### config.mk
export PLATFORM = sky130hd
export DESIGN_NAME = uhdk_ram
export DESIGN_NICKNAME = d
export VERILOG_FILES = /design/src/design/uhdk_ram.sv
export SDC_FILE = /design/constraint.sdc
export NUM_CORES = 2
export LEC_CHECK = 0
export ABC_AREA = 1
export BUFFER_PORTS_ARGS = -buffer_cell sky130_fd_sc_hd__clkbuf_2
export CELL_PAD_IN_SITES_DETAIL_PLACEMENT = 1
export CELL_PAD_IN_SITES_GLOBAL_PLACEMENT = 2
export CORE_UTILIZATION = 40
export DETAILED_ROUTE_END_ITERATION = 12
export PLACE_DENSITY = 0.86
export SYNTH_ARGS = -nofsm -noshare
export SYNTH_HDL_FRONTEND = slang
export SYNTH_SLANG_ARGS = --single-unit
### constraint.sdc
create_clock -name clk -period 1.8 [get_ports clk]
set_input_delay 0.09 -clock clk [delete_from_list [all_inputs] [get_ports clk]]
set_output_delay 0.09 -clock clk [all_outputs]
set_load 0.01 [all_outputs]
### src/design/uhdk_ram.sv
`timescale 1ns / 1ps
// ----------------------------------------------------------------------------
// uhdk_ram
// generic one-write one-read ram with registered read data
// ----------------------------------------------------------------------------
module uhdk_ram #(
	parameter int WIDTH = 16,
	parameter int DEPTH = 256,
	parameter int ADDR_W = $clog2(DEPTH)
) (
	input  logic              clk,
	input  logic              we,
	input  logic [ADDR_W-1:0] waddr,
	input  logic [WIDTH-1:0]  wdata,
	input  logic [ADDR_W-1:0] raddr,
	output logic [WIDTH-1:0]  rdata
);

	logic [WIDTH-1:0] mem_q [DEPTH];

	always_ff @(posedge clk) begin
		if (we) begin
			mem_q[waddr] <= wdata;
		end
		rdata <= mem_q[raddr];
	end

endmodule

==> reports/qor.csv <==
metric;value;unit
worst reg2reg setup slack;-50;ps
final worst path period share;103;%
top cells by area, synth;edfxtp_1 (74%), nand3_1 (12%), nand2_1 (9.5%);
Flop pwr share;50.3;%
Std-Cell Core Area;411000;sq um
clk sinks;4112;
met1 Track Usage GR;35.0;%
Post-layout nets;14500;
max frequency;540;MHz
violated checks;negative setup slack;
Fillers;41800;
slew margin rel.;13.6;%
leakage power figure;0.0713;uW
Power Internal;160000;uW
Crit Path Class;reg2reg;
Unique masters post-synth;15;
GRT Residual Overflow;0;
top_reg_cell synth;edfxtp_1;
initial antenna violation count;42;
Final Hold Viols;0;
NetSw;49700;uW
met3 Use GR;4.20;%
drt first pass iters;6;
1st-iter DRT viols;13900;
mapped cell area;166000;sq um
Post-Route WL;582000;um
CTS clk-pin slew, worst paths;60;ps
reg-to-reg endpoint;rdata[12];
Syn Inst Count;13600;
worst skew pair latency;1010;ps
Post-synth top cells;nand2_1 (4211), edfxtp_1 (4096), nand3_1 (4035);
Max FO, Critical Path;1;
total power draw;210000;uW
I/O pin count;50;
CP startpoint kind;flop;
top cell type's share of synthesized area;74.2;%
Register Area;123000;sq um
crit path time final;1850;ps
path depth of the worst reg2reg path;11;
power share of the clock group;42.0;%
M2 GR Usage;45.1;%
vias after detailed routing;118000;
CTS tree;built;
synth warn;0;
crit path capture;rdata[12];
Die Area;417000;sq um
status;finished with violations;
Final WS setup;-51.9;ps
gpl congestion;0.884;
die width;646;um
Gate power share;7.7;%
largest net degree at the start of global routing;82;
most frequent cell after synthesis;nand2_1;
Async S/R FF share, synth;0;%
Stages on worst setup path;11;
Worst Setup SP;mem_q[126][12];
Seq/Total Area, Yosys;74.4;%
detailed placement HPWL;365000;um
H-tree levels;5;
worst min path class;in2reg;
Post-Syn Nets;13700;
EDFF count, synth;4096;
Hold Crit Depth;2;
CTS root buffer;clkbuf_16;
Layout Skew;63.3;ps
leading area contributor after synthesis;edfxtp_1;
global route hottest layer;met2;
fraction of layout cells with a size suffix above 1;15.8;%
max-cap check violation count;0;
vias per inst;5.81;
starting density of the core;40.3;%
RSZ-0062 raised after global routing;yes;
# port buffers;49;
crit end category;flop;
first-pass GRT wire length;842000;um
sw frac;23.6;%
GRT Overall Usage;27.3;%
die height;646;um
Seq cells post-synth;4112;
vias in the first global route;123000;
Worst path slowest cell;edfxtp_1;
PwrDens;1050;nW/um^2
Reg-to-Reg Start;mem_q[126][12];
Worst Tran Pin Value;1300;ps
Final Setup Violations;13;
critical path data arrival time;2700;ps
Final ANT Viol Nets;0;
CP Buf/Inv Count;1;
Worst EP required;2650;ps
mean post-synth cell area;12.2;sq um
DR WL/cell;28.6;um
Cell Chain, Critical Path;nand2_1 > nand3_1 > nand3_2 > nand3_2 > nand3_1 > nand3_2 > nand3_1 > buf_4 > nand2_1 > nand2_4 > nand2_1;
peak supply drop;0.747;mV
residual DRC count;0;
area added between synthesis and finish;21.1;%
Setup Buffers After CTS;0;
Crit path largest cell delay;390;ps
area of the multi-input gates;39200;sq um
Clock Path Buffers;4;
cell family with most CP delay;simple AND/OR/NAND/NOR gates;
row count;235;
TritonCTS buffer count;424;
DP Worst Slack;-1110;ps
fin. max-slew vios;0;
[power by group through the flow]
stage	Sequential (uW)	Combinational, uW	Clock [uW]
after CTS	106000	15600	88900
after floorplan	108000	6520	0
after global routing	106000	16800	92000
after detailed placement	108000	15100	0
final	106000	16100	88200
after global placement	108000	14700	0
[cell usage in the layout (no fill, tap or decap), drive strengths merged]
cell | Yosys | final
inv | 39 | 54
dlygate4sd3 | 0 | 23
bufinv | 0 | 45
nor2 | 283 | 283
diode | 0 | 26
dfxtp | 16 | 16
nand3 | 4035 | 4035
clkinv | 0 | 208
buf | 783 | 1342
nand2 | 4211 | 4211
clkinvlp | 0 | 9
clkbuf | 154 | 535
edfxtp | 4096 | 4096
[flip-flops by register name, indices dropped and copies added, names as in the netlist]
| signal | count |
|---|---|
| mem_q | 4096 |
| rdata | 16 |
[area by class of cell]
class | instances | area share [%]
Sequential cell | 4112 | 61.5
Multi-Input combinational cell | 8529 | 19.6
Timing Repair Buffer | 1392 | 8.61
Clock buffer | 508 | 5.50
Tap cell | 5451 | 3.40
Clock inverter | 277 | 1.31
Inverter | 39 | 0.0998
Antenna cell | 26 | 0.0324
[worst min path at each step]
stage              start        endpoint
2_1_floorplan   wdata[0]     mem_q[0][0]
3_3_place_gp    wdata[2]   mem_q[168][2]
3_5_place_dp   wdata[12]  mem_q[197][12]
4_1_cts         wdata[1]    mem_q[14][1]
5_1_grt         wdata[1]    mem_q[20][1]
6_report        wdata[1]    mem_q[20][1]
[layer usage]
metal / routed length, um / up-vias
met2: 280000 / 5535
met1: 223000 / 60900
met3: 46300 / 1249
met5: 103 / -
met4: 32700 / 18
li1: - / 50500
[stage by stage]
step	hold slack, ps	cells	TNS, ps	util, %	area, sq um
final	77.5	20300	-172	48.8	201000
after global routing	48.6	20300	-389	48.8	201000
after CTS	10.8	20300	-108	48.5	199000
after detailed placement	478	19500	-77290	44.9	184000
after global placement	480	19500	-27180	44.9	184000
after floorplan	189	13600	-58940	-	166000
[cell families (layout without fill, tap and decap cells)]
logic type	after synthesis	count (layout)	share of synthesized area, %
other	0	26	0
DFF	4112	4112	74.4
and+or+nand+nor	8529	8529	22.4
buffers and inverters	976	2216	3.21
[repair_timing]
item                       in CTS  in global routing
resized for setup             213                214
pin swaps                      11                 37
hold buffers                   23                  0
setup endpoints to repair      32                 16
hold endpoints to repair     4956                  0
Power figures use the tool's default switching activity.
