==> src/design/uhdk_pkg.sv <==
`timescale 1ns / 1ps
// ----------------------------------------------------------------------------
// uhdk_pkg
// shared constants and command codes of the universal hash core
// ----------------------------------------------------------------------------
package uhdk_pkg;

	localparam int DATA_W         = 32;
	localparam int COEF_W         = 16;
	localparam int BYTE_W         = 8;
	localparam int CMD_W          = 2;
	localparam int REG_IDX_W      = 2;
	localparam int COEF_DEPTH_DEF = 256;

	localparam logic [CMD_W-1:0] CMD_LOAD   = 2'd0;
	localparam logic [CMD_W-1:0] CMD_KEY    = 2'd1;
	localparam logic [CMD_W-1:0] CMD_FINISH = 2'd2;

	localparam logic [REG_IDX_W-1:0] REG_TABLE_SIZE  = 2'd0;
	localparam logic [REG_IDX_W-1:0] REG_MAX_KEY_LEN = 2'd1;
	localparam logic [REG_IDX_W-1:0] REG_HASH_PRIME  = 2'd2;

	localparam logic [DATA_W-1:0] TABLE_SIZE_RST  = 32'd1;
	localparam logic [BYTE_W-1:0] MAX_KEY_LEN_RST = 8'd253;
	localparam logic [DATA_W-1:0] HASH_PRIME_RST  = 32'hffff_fffb;

	localparam logic [BYTE_W-1:0] CHAR_UPPER_A = 8'h41;
	localparam logic [BYTE_W-1:0] CHAR_UPPER_Z = 8'h5a;
	localparam logic [BYTE_W-1:0] CASE_OFFSET  = 8'h20;

endpackage

==> src/design/uhdk_mod_unit.sv <==
`timescale 1ns / 1ps
// ----------------------------------------------------------------------------
// uhdk_mod_unit
// iterative remainder unit, one quotient bit per cycle, zero divisor passes
// ----------------------------------------------------------------------------
module uhdk_mod_unit
	import uhdk_pkg::*;
(
	input  logic              clk,
	input  logic              arst_n,
	input  logic              start,
	input  logic [DATA_W-1:0] dividend,
	input  logic [DATA_W-1:0] divisor,
	output logic              done,
	output logic [DATA_W-1:0] result
);

	localparam int CNT_W = $clog2(DATA_W);

	logic              busy_q;
	logic              done_q;
	logic [CNT_W-1:0]  cnt_q;
	logic [DATA_W-1:0] rem_q;
	logic [DATA_W-1:0] dvd_q;
	logic [DATA_W-1:0] dsr_q;
	logic [DATA_W:0]   trial;
	logic              fits;

	assign trial = {rem_q, dvd_q[DATA_W-1]};
	assign fits  = trial >= {1'b0, dsr_q};

	always_ff @(posedge clk or negedge arst_n) begin
		if (!arst_n) begin
			busy_q <= 1'b0;
			done_q <= 1'b0;
			cnt_q  <= '0;
		end else begin
			done_q <= (start && divisor == '0) || (!start && busy_q && cnt_q == '0);
			if (start) begin
				if (divisor != '0) begin
					busy_q <= 1'b1;
					cnt_q  <= CNT_W'(DATA_W - 1);
				end
			end else if (busy_q) begin
				cnt_q <= cnt_q - 1'b1;
				if (cnt_q == '0) begin
					busy_q <= 1'b0;
				end
			end
		end
	end

	always_ff @(posedge clk) begin
		if (start) begin
			rem_q <= (divisor == '0) ? dividend : '0;
			dvd_q <= dividend;
			dsr_q <= divisor;
		end else if (busy_q) begin
			rem_q <= fits ? DATA_W'(trial - {1'b0, dsr_q}) : trial[DATA_W-1:0];
			dvd_q <= {dvd_q[DATA_W-2:0], 1'b0};
		end
	end

	assign done   = done_q;
	assign result = rem_q;

endmodule

==> config.mk <==
export PLATFORM = sky130hd
export DESIGN_NAME = uhdk_mod_unit
export DESIGN_NICKNAME = d
export VERILOG_FILES = /design/src/design/uhdk_pkg.sv /design/src/design/uhdk_mod_unit.sv
export SDC_FILE = /design/constraint.sdc
export NUM_CORES = 1
export LEC_CHECK = 0
export BUFFER_PORTS_ARGS = -buffer_cell sky130_fd_sc_hd__buf_2
export CORE_MARGIN = 4
export CORE_UTILIZATION = 45
export DETAILED_ROUTE_END_ITERATION = 10
export GPL_ROUTABILITY_DRIVEN = 0
export HOLD_SLACK_MARGIN = 0.12
export PLACE_DENSITY = 0.68
export SYNTH_ARGS = -nofsm -noshare
export SYNTH_HDL_FRONTEND = slang
export SYNTH_SLANG_ARGS = --single-unit
==> constraint.sdc <==
create_clock -name clk -period 2.68 [get_ports clk]
set_clock_uncertainty 0.05 [all_clocks]
set_input_delay 0.134 -clock clk [delete_from_list [all_inputs] [get_ports clk]]
set_output_delay 0.134 -clock clk [all_outputs]
set_load 0.005 [all_outputs]
==> impl_metrics.toml <==
[power]
power_leakage_nw = 4.08
combPwrFrac_pct = 60.4
peakVddDrop_uv = 441
finalPower_mw = 9.04
clockPowerShare_pct = 13.9
swShare_pct = 38.4
internal-power_mw = 5.56
power_switching_mw = 3.47
seqPwrFrac_pct = 25.7
powerDensity_nw_per_um2 = 979

[place]
hpwl_um = 13400
dp.cells = 950
numPortBuffers = 99
dpl_worst_slack_ps = -288

[routing]
drt-met1-wl_um = 8780
detail_route.wl_per_cell_um = 19.8
ant_nets = 0
drt-initial-drc-count = 516
drcViolationCount = 0
top_layer_used = "met4"
wl_um = 20800
routed-wl-met2_um = 9320
route.met3.wl_um = 1770
vias_per_cell = 5.75
drtPass1Iterations = 5
vias = 6035

[logic_synthesis]
syn_area_um2 = 6180
yosysMostFrequentCell = "edfxtp_1"
synth_cell_types = 63
yosys_warnings = 0
seq_area_frac_synth_pct = 49.5
yosys.area.top_type = "edfxtp_1"
synth_top_area_share_pct = 46.6
synth-edff-count = 96
synth_common_cells = "96 x edfxtp_1, 75 x nand2_1, 73 x inv_1"
synthCells = 606
async_flop_share_pct = 6.80
ys.flop_type = "edfxtp_1"
synth_area_leaders = "edfxtp_1 47%, ha_1 6.9%, nand2_1 4.6%"
postSynthAreaPerCell_um2 = 10.2
synth_nets = 708
synth-seq-cells = 103

[cts]
clkTransAtPathRegs_ps = 70
cts.sinks = 103
cts_inserted_buffers = 9
clk_latency_ps = 360
cts_buffer_depth = 2
htree_levels = 3
cts_root_buffer = "clkbuf_16"
cts_tree = "built"

[global_routing]
gr-total-overflow = 0
antenna_found_initial = 0
track_usage_pct = 24.5
grt_max_degree = 54
grt_pass1_wl_um = 30300
grt_pass1_vias = 5763

[cells_and_area]
drive_above_1_share_pct = 36.5
layoutNonFillerInstCount = 1049
fin_nets = 970
syn_to_final_growth_pct = 49.3
antennaDiodeCount = 0

[worst_setup_path]
timing.critical_path.fanout_max = 8
crit_required_ps = 2720
critPathLaunchType = "flip-flop"
crit_path_end_kind = "flip-flop"
path_class = "reg -> reg"
cp.arrival_ps = 3170

[timing]
final-hold-violation-count = 0
slew_headroom_pct = 57.3
slew_violations = 0
max_freq_ghz = 0.320
setup_violations = 32
fin_crit_sh_pct = 117
worst_pin_slew_ps = 640
timing.final.ws_setup_ps = -449
timing.final.crit_period_ps = 3130
rsz0062_at_grt = "true"

[floorplan]
die-area_um2 = 15700
num_rows = 42
fp.dieW_um = 125
io_pins = 100
core_um2 = 13300
die_height_um = 125
start_util_pct = 46.3

[run_status]
violations = "negative setup slack"
status = "finished with violations"

[min_path]
hold_path.class = "in -> reg"

[job]
max_cap_violations = 0
[state kept, by name (all words and copies together) (netlist names)]
register / cells
result: 32
dsr_q: 32
dvd_q: 32
done: 1
cnt_q: 5
busy_q: 1
[per-stage QoR]
stage / hold slack (ps) / cell area (um2) / util (%) / TNS, ps
2_1_floorplan: -212 / 6240 / - / 0
3_3_place_gp: -80.5 / 7560 / 56.7 / -4030
3_5_place_dp: -72.9 / 7560 / 56.7 / -5560
4_1_cts: 120 / 8800 / 65.9 / -4880
5_1_grt: 131 / 9230 / 69.1 / -11060
6_report: 102 / 9230 / 69.1 / -11250
[cell families (layout without fill, tap and decap cells)]
| logic type | after synthesis | after routing | synth area share [%] |
|---|---|---|---|
| compound gates | 172 | 172 | 17.8 |
| simple gates | 148 | 148 | 11.1 |
| flops | 103 | 103 | 49.5 |
| buf+inv | 97 | 364 | 6.82 |
| fa+ha+maj | 35 | 35 | 7.21 |
| xor+xnor | 31 | 31 | 4.39 |
| mux | 20 | 20 | 3.30 |
[critical path: stages (launching register included)]
cell and delay (ps):
edfxtp_1 480, ha_4 340, buf_4 130, nand4_1 200
nor3_1 500, nand3_1 270, o211ai_4 190, buf_6 200
buf_8 150, mux2i_4 230, o22ai_2 100
[final cells by class]
| type | instances | area (um2) |
|---|---|---|
| clock inverters | 6 | 43.8 |
| inverters | 73 | 274 |
| repair buffers | 275 | 2170 |
| clock buffers | 10 | 229 |
| well taps | 176 | 220 |
| multi-input cells | 406 | 3230 |
| flip-flops and latches | 103 | 3060 |
| fillers | 952 | 4120 |
[power by group through the flow]
stage	combinational, mW	sequential (mW)	clock (mW)
6_report	5.46	2.33	1.25
5_1_grt	5.70	2.35	1.34
4_1_cts	4.41	2.30	1.26
3_5_place_dp	3.61	2.31	0
3_3_place_gp	3.54	2.30	0
2_1_floorplan	2.20	2.31	0
[repair_timing]
item / CTS / global route
hold endpoints to repair: 75 / 0
cloned: 3 / 3
setup buffers: 9 / 9
pin swaps: 15 / 31
setup endpoints to repair: 32 / 32
gates resized for setup: 45 / 76
hold buffers: 61 / 0
[routing by layer]
metal	up-vias	track usage, %
met4	0	9.82
met2	349	37.2
li1	2734	-
met5	-	0
met3	81	3.75
met1	2871	35.3
[final timing paths]
| check | startpoint | endpoint | slack, ps | cells after the start |
|---|---|---|---|---|
| hold reg to reg | busy_q | busy_q | 470 | 2 |
| hold / removal | dividend[31] | dvd_q[31] | 100 | 3 |
| min in group asynchronous | arst_n | busy_q | 670 | 3 |
| setup / recovery | result[11] | result[18] | -450 | 10 |
| max in group asynchronous | arst_n | cnt_q[1] | 1670 | 3 |
| setup reg to reg | result[11] | result[18] | -450 | 10 |
[placed cells by master (no fill, tap or decap), drive strengths merged, types with 6 or more instances in the layout]
| cell type | instances |
|---|---|
| mux2i | 17 |
| a21oi | 30 |
| nand2 | 75 |
| nor2 | 20 |
| dfrtp | 7 |
| o21a | 6 |
| inv | 75 |
| xor2 | 14 |
| o21ai | 58 |
| nand4 | 6 |
| edfxtp | 96 |
| nor4 | 11 |
| xnor2 | 17 |
| clkbuf | 13 |
| o22ai | 26 |
| buf | 211 |
| nand3 | 9 |
| a21o | 12 |
| ha | 34 |
| dlygate4sd3 | 61 |
(Power assumes the default switching activity.)
